### config.mk
export PLATFORM = sky130hd
export DESIGN_NAME = two_color_wave_pixel_generator
export DESIGN_NICKNAME = d
export VERILOG_FILES = /design/src/sv/twcw_pkg.sv /design/src/sv/twcw_ctrl.sv /design/src/sv/twcw_dp.sv /design/src/sv/two_color_wave_pixel_generator.sv
export SDC_FILE = /design/constraint.sdc
export NUM_CORES = 2
export LEC_CHECK = 0
export ABC_AREA = 1
export BUFFER_PORTS_ARGS = -buffer_cell sky130_fd_sc_hd__buf_2
export CAP_MARGIN = 20
export CELL_PAD_IN_SITES_DETAIL_PLACEMENT = 1
export CELL_PAD_IN_SITES_GLOBAL_PLACEMENT = 1
export CORE_MARGIN = 4
export CORE_UTILIZATION = 53
export DETAILED_ROUTE_END_ITERATION = 6
export HOLD_SLACK_MARGIN = 0.08
export PLACE_DENSITY = 0.95
export SYNTH_ARGS = -nofsm -noshare
export SYNTH_HDL_FRONTEND = slang
export SYNTH_SLANG_ARGS = --single-unit
export TNS_END_PERCENT = 20
### constraint.sdc
create_clock -name clk -period 14.7 [get_ports clk]
set_clock_uncertainty 0.05 [all_clocks]
set_input_delay 2.205 -clock clk [delete_from_list [all_inputs] [get_ports clk]]
set_output_delay 2.205 -clock clk [all_outputs]
set_load 0.01 [all_outputs]
### src/sv/twcw_pkg.sv
`timescale 1ns / 1ps
// ----------------------------------------------------------------------------
// twcw_pkg
// Shared types and constants for the two-color wave pixel generator.
// ----------------------------------------------------------------------------
package twcw_pkg;

  localparam int NUM_LEDS_DEF = 256;

  // Opcodes
  localparam logic [1:0] OP_RESTART = 2'd0;
  localparam logic [1:0] OP_ADVANCE = 2'd1;
  localparam logic [1:0] OP_RENDER  = 2'd2;

  // Configuration register indexes
  localparam logic [1:0] CFG_COLOR_A    = 2'd0;
  localparam logic [1:0] CFG_COLOR_B    = 2'd1;
  localparam logic [1:0] CFG_STEP_DELAY = 2'd2;
  localparam logic [1:0] CFG_BAND_LEN   = 2'd3;

  localparam logic [23:0] COLOR_A_RST    = 24'hFF0000;
  localparam logic [23:0] COLOR_B_RST    = 24'h0000FF;
  localparam logic [15:0] STEP_DELAY_RST = 16'd100;
  localparam logic [15:0] BAND_LEN_RST   = 16'd8;

  // Step counter
  localparam int CNT_W = 6;
  localparam logic [CNT_W-1:0] DIV_STEPS_M1   = 6'd32;
  localparam logic [CNT_W-1:0] BLEND_STEPS_M1 = 6'd7;

  typedef struct packed {
    logic time_clear;
    logic time_add;
    logic div_load_time;
    logic div_load_pos;
    logic div_step;
    logic sel_load;
    logic mul_load;
    logic blend_step;
    logic out_load;
  } twcw_cmd_t;

endpackage

### src/sv/twcw_ctrl.sv
`timescale 1ns / 1ps
// ----------------------------------------------------------------------------
// twcw_ctrl
// Sequencer: accepts transactions, steps the datapath through the time
// division, the position modulo, color select, multiply and blend division,
// and owns the result valid flag.
// ----------------------------------------------------------------------------
module twcw_ctrl
  import twcw_pkg::*;
#(
  parameter int NUM_LEDS = NUM_LEDS_DEF
) (
  input  logic       clk,
  input  logic       rst_n,
  input  logic       in_valid,
  input  logic [1:0] in_opcode,
  input  logic [7:0] in_led_index,
  output logic       in_ready,
  input  logic       out_ready,
  output logic       out_valid,
  output twcw_cmd_t  cmd
);

  localparam logic [2:0] S_IDLE  = 3'd0;
  localparam logic [2:0] S_DIVT  = 3'd1;
  localparam logic [2:0] S_POS   = 3'd2;
  localparam logic [2:0] S_DIVP  = 3'd3;
  localparam logic [2:0] S_SEL   = 3'd4;
  localparam logic [2:0] S_MUL   = 3'd5;
  localparam logic [2:0] S_BLEND = 3'd6;
  localparam logic [2:0] S_OUT   = 3'd7;

  logic [2:0]       state_r, state_nxt;
  logic [CNT_W-1:0] cnt_r, cnt_nxt;
  logic             out_valid_r, out_valid_nxt;
  logic             in_range;

  assign in_range  = ({24'd0, in_led_index} < 32'(NUM_LEDS));
  assign in_ready  = (state_r == S_IDLE);
  assign out_valid = out_valid_r;

  always_comb begin
    state_nxt     = state_r;
    cnt_nxt       = cnt_r;
    out_valid_nxt = out_valid_r && !out_ready;
    cmd           = '0;
    case (state_r)
      S_IDLE: begin
        if (in_valid) begin
          case (in_opcode)
            OP_RESTART: cmd.time_clear = 1'b1;
            OP_ADVANCE: cmd.time_add = 1'b1;
            OP_RENDER: begin
              if (in_range) begin
                cmd.div_load_time = 1'b1;
                cnt_nxt           = DIV_STEPS_M1;
                state_nxt         = S_DIVT;
              end
            end
            default: ;
          endcase
        end
      end
      S_DIVT: begin
        cmd.div_step = 1'b1;
        if (cnt_r == '0) state_nxt = S_POS;
        else cnt_nxt = cnt_r - 1'b1;
      end
      S_POS: begin
        cmd.div_load_pos = 1'b1;
        cnt_nxt          = DIV_STEPS_M1;
        state_nxt        = S_DIVP;
      end
      S_DIVP: begin
        cmd.div_step = 1'b1;
        if (cnt_r == '0) state_nxt = S_SEL;
        else cnt_nxt = cnt_r - 1'b1;
      end
      S_SEL: begin
        cmd.sel_load = 1'b1;
        state_nxt    = S_MUL;
      end
      S_MUL: begin
        cmd.mul_load = 1'b1;
        cnt_nxt      = BLEND_STEPS_M1;
        state_nxt    = S_BLEND;
      end
      S_BLEND: begin
        cmd.blend_step = 1'b1;
        if (cnt_r == '0) state_nxt = S_OUT;
        else cnt_nxt = cnt_r - 1'b1;
      end
      S_OUT: begin
        if (!out_valid_r || out_ready) begin
          cmd.out_load  = 1'b1;
          out_valid_nxt = 1'b1;
          state_nxt     = S_IDLE;
        end
      end
      default: state_nxt = S_IDLE;
    endcase
  end

  always_ff @(posedge clk) begin
    if (!rst_n) begin
      state_r     <= S_IDLE;
      cnt_r       <= '0;
      out_valid_r <= 1'b0;
    end else begin
      state_r     <= state_nxt;
      cnt_r       <= cnt_nxt;
      out_valid_r <= out_valid_nxt;
    end
  end

endmodule

### src/sv/twcw_dp.sv
`timescale 1ns / 1ps
// ----------------------------------------------------------------------------
// twcw_dp
// Datapath: configuration registers, running time, shared serial divider,
// color select, channel multipliers, three blend dividers, result registers.
// ----------------------------------------------------------------------------
module twcw_dp
  import twcw_pkg::*;
(
  input  logic        clk,
  input  logic        rst_n,
  input  logic        cfg_we,
  input  logic [1:0]  cfg_index,
  input  logic [23:0] cfg_wdata,
  input  logic [15:0] in_elapsed_ms,
  input  logic [7:0]  in_led_index,
  input  twcw_cmd_t   cmd,
  output logic [7:0]  out_red,
  output logic [7:0]  out_green,
  output logic [7:0]  out_blue,
  output logic [7:0]  out_pixel_index
);

  logic [23:0] color_a_r, color_b_r;
  logic [15:0] step_delay_r, band_len_r;
  logic [31:0] time_r;

  logic [15:0] delay_eff, len_eff;

  // shared restoring divider
  logic [32:0] quo_r;
  logic [16:0] rem_r;
  logic [16:0] dvsr_r;
  logic [17:0] rem_sh, rem_diff;
  logic        div_ge;

  logic [7:0]  idx_r;
  logic [15:0] phase_r;
  logic [23:0] cur_r, nxt_r;

  logic [17:0] rem_p1;
  logic        cur_a, nxt_a;
  logic [15:0] w1;

  logic [23:0] num_r [3];
  logic [7:0]  q_r [3];
  logic [23:0] bdiv_r;
  logic [23:0] prod_sum [3];
  logic        bge [3];

  assign delay_eff = (step_delay_r == 16'd0) ? 16'd1 : step_delay_r;
  assign len_eff   = (band_len_r == 16'd0) ? 16'd1 : band_len_r;

  assign rem_sh   = {rem_r, quo_r[32]};
  assign rem_diff = rem_sh - {1'b0, dvsr_r};
  assign div_ge   = (rem_sh >= {1'b0, dvsr_r});

  assign rem_p1 = {1'b0, rem_r} + 18'd1;
  assign cur_a  = (rem_r < {1'b0, len_eff});
  assign nxt_a  = (rem_p1 < {2'b0, len_eff}) || (rem_p1 == {1'b0, dvsr_r});
  assign w1     = delay_eff - phase_r;

  always_comb begin
    for (int k = 0; k < 3; k++) begin
      prod_sum[k] = 24'(w1 * cur_r[8*k +: 8]) + 24'(phase_r * nxt_r[8*k +: 8]);
      bge[k]      = (num_r[k] >= bdiv_r);
    end
  end

  always_ff @(posedge clk) begin
    if (!rst_n) begin
      color_a_r    <= COLOR_A_RST;
      color_b_r    <= COLOR_B_RST;
      step_delay_r <= STEP_DELAY_RST;
      band_len_r   <= BAND_LEN_RST;
      time_r       <= '0;
    end else begin
      if (cfg_we) begin
        case (cfg_index)
          CFG_COLOR_A:    color_a_r <= cfg_wdata;
          CFG_COLOR_B:    color_b_r <= cfg_wdata;
          CFG_STEP_DELAY: step_delay_r <= cfg_wdata[15:0];
          CFG_BAND_LEN:   band_len_r <= cfg_wdata[15:0];
          default: ;
        endcase
      end
      if (cmd.time_clear) time_r <= '0;
      else if (cmd.time_add) time_r <= time_r + {16'd0, in_elapsed_ms};
    end
  end

  always_ff @(posedge clk) begin
    if (cmd.div_load_time) begin
      idx_r  <= in_led_index;
      quo_r  <= {1'b0, time_r};
      rem_r  <= '0;
      dvsr_r <= {1'b0, delay_eff};
    end else if (cmd.div_load_pos) begin
      phase_r <= rem_r[15:0];
      quo_r   <= {1'b0, quo_r[31:0]} + {25'd0, idx_r};
      rem_r   <= '0;
      dvsr_r  <= {len_eff, 1'b0};
    end else if (cmd.div_step) begin
      quo_r <= {quo_r[31:0], div_ge};
      rem_r <= div_ge ? rem_diff[16:0] : rem_sh[16:0];
    end

    if (cmd.sel_load) begin
      cur_r <= cur_a ? color_a_r : color_b_r;
      nxt_r <= nxt_a ? color_a_r : color_b_r;
    end

    if (cmd.mul_load) begin
      for (int k = 0; k < 3; k++) num_r[k] <= prod_sum[k];
      bdiv_r <= {1'b0, delay_eff, 7'd0};
    end else if (cmd.blend_step) begin
      for (int k = 0; k < 3; k++) begin
        if (bge[k]) num_r[k] <= num_r[k] - bdiv_r;
        q_r[k] <= {q_r[k][6:0], bge[k]};
      end
      bdiv_r <= {1'b0, bdiv_r[23:1]};
    end

    if (cmd.out_load) begin
      out_red         <= q_r[2];
      out_green       <= q_r[1];
      out_blue        <= q_r[0];
      out_pixel_index <= idx_r;
    end
  end

endmodule

### src/sv/two_color_wave_pixel_generator.sv
`timescale 1ns / 1ps
// ----------------------------------------------------------------------------
// two_color_wave_pixel_generator
// Moving two-color LED wave: running time, step/phase split, band select,
// linear blend of the two colors per LED.
// ----------------------------------------------------------------------------
//  channel  handshake           payload
//  in       in_valid/in_ready   in_opcode, in_elapsed_ms, in_led_index
//  out      out_valid/out_ready out_red, out_green, out_blue, out_pixel_index
//  cfg      cfg_we              cfg_index, cfg_wdata
//
//  Restart and advance update the running time and stay idle. A render runs
//  a 33-step time divide, a 33-step position modulo on one shared serial
//  divider, select, multiply, an 8-step blend divide and the output load,
//  then in_ready returns. A finished result waits in the output register;
//  the next transaction is taken meanwhile and stalls only at its own load.
//  Reset is synchronous, active low.
// ----------------------------------------------------------------------------
module two_color_wave_pixel_generator
  import twcw_pkg::*;
#(
  parameter int NUM_LEDS = NUM_LEDS_DEF
) (
  input  logic        clk,
  input  logic        rst_n,
  input  logic        cfg_we,
  input  logic [1:0]  cfg_index,
  input  logic [23:0] cfg_wdata,
  input  logic        in_valid,
  output logic        in_ready,
  input  logic [1:0]  in_opcode,
  input  logic [15:0] in_elapsed_ms,
  input  logic [7:0]  in_led_index,
  output logic        out_valid,
  input  logic        out_ready,
  output logic [7:0]  out_red,
  output logic [7:0]  out_green,
  output logic [7:0]  out_blue,
  output logic [7:0]  out_pixel_index
);

  twcw_cmd_t cmd;

  twcw_ctrl #(
    .NUM_LEDS(NUM_LEDS)
  ) u_ctrl (
    .clk         (clk),
    .rst_n       (rst_n),
    .in_valid    (in_valid),
    .in_opcode   (in_opcode),
    .in_led_index(in_led_index),
    .in_ready    (in_ready),
    .out_ready   (out_ready),
    .out_valid   (out_valid),
    .cmd         (cmd)
  );

  twcw_dp u_dp (
    .clk            (clk),
    .rst_n          (rst_n),
    .cfg_we         (cfg_we),
    .cfg_index      (cfg_index),
    .cfg_wdata      (cfg_wdata),
    .in_elapsed_ms  (in_elapsed_ms),
    .in_led_index   (in_led_index),
    .cmd            (cmd),
    .out_red        (out_red),
    .out_green      (out_green),
    .out_blue       (out_blue),
    .out_pixel_index(out_pixel_index)
  );

  // result register is never overwritten while a result is pending
  a_no_overwrite: assert property (@(posedge clk) disable iff (!rst_n)
    cmd.out_load |-> (!out_valid || out_ready))
    else $error("pending result overwritten");

  // datapath commands are mutually exclusive
  a_cmd_onehot: assert property (@(posedge clk) disable iff (!rst_n)
    $onehot0({cmd.div_load_time, cmd.div_load_pos, cmd.div_step, cmd.sel_load,
              cmd.mul_load, cmd.blend_step, cmd.out_load}))
    else $error("conflicting datapath commands");

  // restart and advance complete in the accept cycle
  a_time_op_one_cycle: assert property (@(posedge clk) disable iff (!rst_n)
    (in_valid && in_ready && (in_opcode == OP_RESTART || in_opcode == OP_ADVANCE))
    |=> in_ready)
    else $error("time update did not return to idle");

  // a result appears only from an output load
  a_valid_from_load: assert property (@(posedge clk) disable iff (!rst_n)
    $rose(out_valid) |-> $past(cmd.out_load))
    else $error("result valid without load");

endmodule
== Word level (Yosys, flattened, before mapping) ==
Memory sizes are Yosys's and may differ from the RTL's.
Cells that the tools add are included.
W data, S select, Z words.

* Register bits: 316
* Output and inout bits: 34
* Bits of input ports: 57
* Logic and storage cells: 158
* Memories: 2
* Memory bits (writable): 96

{| class="wikitable"
|+ Memory list
! memory !! depth !! width !! read ports !! clocked after memory_dff !! wr ports !! RTL line !! text
|-
| u_dp.num_r || 3 || 24 || 3 || 0 || 3 || twcw_dp.sv:45 || <nowiki>logic [23:0] num_r [3];</nowiki>
|-
| u_dp.q_r || 3 || 8 || 3 || 0 || 3 || twcw_dp.sv:46 || <nowiki>logic [7:0] q_r [3];</nowiki>
|}

* Add/sub/neg operators: 12
* Bitwise operators: 5
* $mul: 6
* Mux-type cells: 57
* Equal/unequal tests: 20
* Order comparisons: 6
* Reduce and logical (&&, ||, !) cells: 27

{| class="wikitable"
|+ Operator list
! kind !! count
|-
| $mul A16 B8 Y24 || 6
|-
| $mux W24 || 5
|-
| $add A24 B24 Y24 || 3
|-
| $ge A24 B23 Y1 || 3
|-
| $sub A24 B23 Y24 || 3
|-
| $mux W33 || 2
|-
| $mux W16 || 4
|-
| $mux W23 || 2
|-
| $add A32 B8 Y33 || 1
|-
| $add A32 B16 Y32 || 1
|-
| $logic_not A16 Y1 || 2
|-
| $mux W32 || 1
|-
| $mux W1 || 29
|-
| $mux W3 || 8
|-
| $pmux W3 S8 || 1
|-
| $pmux W6 S4 || 1
|-
| $add A17 B1 Y18 const B || 1
|-
| $eq A18 B17 Y1 || 1
|-
| $ge A18 B17 Y1 || 1
|-
| $lt A18 B16 Y1 || 1
|-
| $mux W6 || 3
|-
| $lt A17 B16 Y1 || 1
|-
| $mux W17 || 1
|-
| $sub A17 B17 Y17 || 1
|-
| 25 further kinds || 51
|}

== Logic depth before layout (Yosys ltp) ==
An unclocked memory read counts as a cell.

* Depth in word-level cells: 7
* Depth in mapped cells: 39

== Hierarchy ==
A second synthesis with hierarchy kept.

* Cells, all modules: 6,552
* Area total of the unflattened synthesis: 50,818.7 um2

{| class="wikitable"
|+ Modules (own cells, without submodules)
! module !! area an instance (um2) !! times used !! cells an instance
|-
| twcw_dp || 50,021.7 || 1 || 6,428
|-
| twcw_ctrl || 797.0 || 1 || 124
|}

== Worst setup path before layout ==
Ideal clock, no wire load.

* Path kind: register -> register
* Start: reg u_dp.phase_r[1]
* End: mem u_dp.num_r[0][20] (data pin)
* Buffers on the path: 2
* Arrival: 6,908 ps
* Cell stages (with the launch flop): 35
* Setup time: 253 ps
* Path slack: 7,489 ps
* Required time: 14,397 ps
* Path through: edfxtp_1 -> clkbuf_1 -> clkbuf_1 -> inv_1 -> fa_1 -> nand2_1 -> nand2_1 -> o21ai_0 -> o21ai_1 -> nand3_1 -> nand2_1 -> or2_2 -> nand2_1 -> inv_1 -> nand2_1 -> fa_1 -> fa_1 -> fa_1 -> fa_1 -> inv_1 -> fa_1 -> inv_1 -> fa_1 -> inv_1 -> ha_1 -> a21oi_1 -> o21ai_0 -> a21oi_1 -> o21ai_0 -> nand3b_1 -> nand2_1 -> nand2_1 -> nand2_1 -> nand2_1 -> nand2_1

{| class="wikitable"
|+ RTL lines
! what !! RTL line !! text
|-
| start, declared || twcw_dp.sv:38 || <nowiki>logic [15:0] phase_r;</nowiki>
|-
| start signal, assigned || twcw_dp.sv:99 || <nowiki>phase_r <= rem_r[15:0];</nowiki>
|-
| end, declared || twcw_dp.sv:45 ||
|}

==> run metrics <==
status=complete, no violations; Post-CTS Setup Repair Bufs=0; internal reg-to-reg setup slack=about 4600 ps; Final Hold Fails=0; Final setup viols=0; Slew Limit Headroom=23.02%; worst hold path class=reg2reg; R2R Path Start=u_dp.step_delay_r[4]; Placeable Area=about 95000 um^2; Achievable Freq=~100 MHz; initial DRC count=5258; setup TNS=0 ps; Tmin final=roughly 10000 ps; hold endpoint=u_dp.out_blue[7]; RSZ-0062 raised after global routing=no; Synth top area share=24.87%; critical path launch point type=flop; Hold-fix buffers, CTS=0; H-tree levels=2; RR Endpoint=u_dp.num_r[0][44]; Net count, final=7626; Area Overhead vs Synth=6.397%; cell taking the most area after synthesis=fa_1; Period Utilization, post-route=between 60 and 70%; clk slew on worst S/H paths=around 80 ps; Worst Setup End Kind=flop; largest net degree at the start of global routing=84; Slowest cell on crit path=nor2_1; gr ovfl total=0; 1st-pass router iterations=6; initial antenna violation count=9; Worst path max stage delay=between 700 and 800 ps; vias in the first global route=between 50000 and 60000; remaining antenna violation count=0; FF-to-FF path depth=33; number of distinct library cells after synthesis=between 50 and 60; post-DR vias/cell=slightly above 6; DIE AREA=between 100000 and 150000 um^2; ys flop type=edfxtp_1; cts bufs inserted=50; # clock sinks=a little over 400; Clock Path Buffers=3; wire length per cell=~26 um; most frequent cells in the layout=nand2_1 (1634), inv_1 (1354), fa_1 (631); syn avg cell area=roughly 7.7 um^2; number of synthesized register bits=412; Slew Limit Fails=0; cell count after synthesis=approximately 6600; Placer Congestion=slightly below 1; I/O pin count=91; Least-Margin Pin Slew=about 1200 ps; Die X-Extent=between 300 and 400 um; DRC=0; Max Cap Viol=0; first-pass GRT wire length=315500 um; CTS tree=yes; overall die height=~320 um; hold_sp=u_dp.q_r[0][7]; PortBufs=90; Clk Latency, worst-skew pair=around 690 ps; Starting Density=a little over half; Worst Hold Depth=0; Synth Cell Area=between 50000 and 60000 um^2; row count=approximately 110; GRT Util Overall=~40%; Worst Path Required=between 15000 and 20000 ps; sequential area share after synthesis=a little over a fifth; CTS resizes=0; clk root buf=clkbuf_16; proportion of layout cells with a drive suffix above 1=about 4.3%; synth top area cells=fa_1 (25%), edfxtp_1 (16%), nand2_1 (12%), inv_1 (10%), ha_1 (9.3%); Synth Warn #=0; Post-Syn Nets=about 7700; arrival time worst endpoint=10580 ps; Critical Path Fanout Max=13; via count=48693; DP Wirelength=roughly 150000 um; Post-synth EDFFs=264; fraction of registers with async set or reset after synthesis=0%; final WL=between 200000 and 250000 um; CP Class=reg2reg; commonest non-fill, non-tap cell in the layout=nand2_1
worst max-delay path: cells and delay by family (launching register included):
family	cells	cell delay [ps]
fa+ha+maj	9	4080
simple gates	14	3760
compound gates	3	790
buf+inv	6	510
flops	1	430
xor+xnor	1	270
synth_stat cells (57+ instances only):
master,n
xor2_1,108
xnor2_1,66
nand3_1,397
nand4_1,57
a21oi_1,255
clkbuf_1,210
fa_1,631
nor2_1,543
ha_1,377
dfxtp_1,148
nand2_1,1634
inv_1,1355
o21ai_0,227
edfxtp_1,264
worst max-delay path by stage:
stage                                from                end  slack, ps  cells after the start
finish               u_dp.step_delay_r[4]  u_dp.num_r[0][44]       4600                     33
global route        u_dp.step_delay_r[15]  u_dp.num_r[0][22]       4400                     35
CTS                  u_dp.step_delay_r[4]  u_dp.num_r[0][23]       5320                     35
detailed placement   u_dp.step_delay_r[8]  u_dp.num_r[0][46]       5480                     31
global placement    u_dp.step_delay_r[11]  u_dp.num_r[0][70]       5810                     35
floorplan                 u_dp.phase_r[1]  u_dp.num_r[0][20]       7490                     34
through the flow:
step           std cells  hold slack, ps  area (um^2)  setup slack [ps]  utilization [%]
2_1_floorplan       6609           350.3        50790              7489                -
3_3_place_gp        7771           351.6        52280              5808            55.03
3_5_place_dp        7771           361.1        52280              5479            55.03
4_1_cts             7865           374.3        53970              5324            56.80
5_1_grt             7870           390.3        54030              4400            56.86
6_report            7877           375.0        54040              4602            56.88
cell families after synthesis:
kind of cell	Yosys count	share of synthesized area, %
AND/OR/NAND/NOR	2767	22.38
buffers and inverters	1610	12.05
adder cells (fa/ha/maj)	1008	34.16
AO/OA/AOI/OAI	638	6.976
flip-flops	412	21.44
XOR/XNOR	174	3.000
state kept, by name (all words and copies together) (netlist names):
name                  flops
u_dp.out_green            8
u_ctrl.out_valid          1
u_dp.idx_r                8
u_dp.step_delay_r        16
u_dp.rem_r               17
u_dp.phase_r             16
u_ctrl.cnt_r              6
u_dp.cur_r               24
u_dp.dvsr_r              17
u_dp.band_len_r          16
u_dp.time_r              32
u_dp.bdiv_r              23
u_dp.color_b_r           24
u_dp.nxt_r               24
u_dp.q_r                 24
u_dp.out_pixel_index      8
u_ctrl.state_r            3
u_dp.color_a_r           24
u_dp.num_r               72
u_dp.quo_r               33
u_dp.out_red              8
u_dp.out_blue             8
cell type report:
type,instances,area (um^2)
antenna,9,22.52
clock buffer,78,1500
clock inverter,16,188.9
fill,11909,40970
inverter,1364,5120
multi-input combinational,4587,33840
sequential,412,10890
tap,1265,1583
timing repair buffer,146,899.6
routing by layer:
metal | wire length (um) | share of wire (%) | track usage (%)
met2 | 96330 | 47 | 66.34
met5 | 31 | 0.015 | 0
met3 | 20860 | 10 | 11.20
met4 | 19470 | 9.4 | 31.01
met1 | 69770 | 34 | 44.39
Power is left out: the tool's default activity adds up to more than one toggle a clock period on the data nets, which glitch-free logic cannot reach.
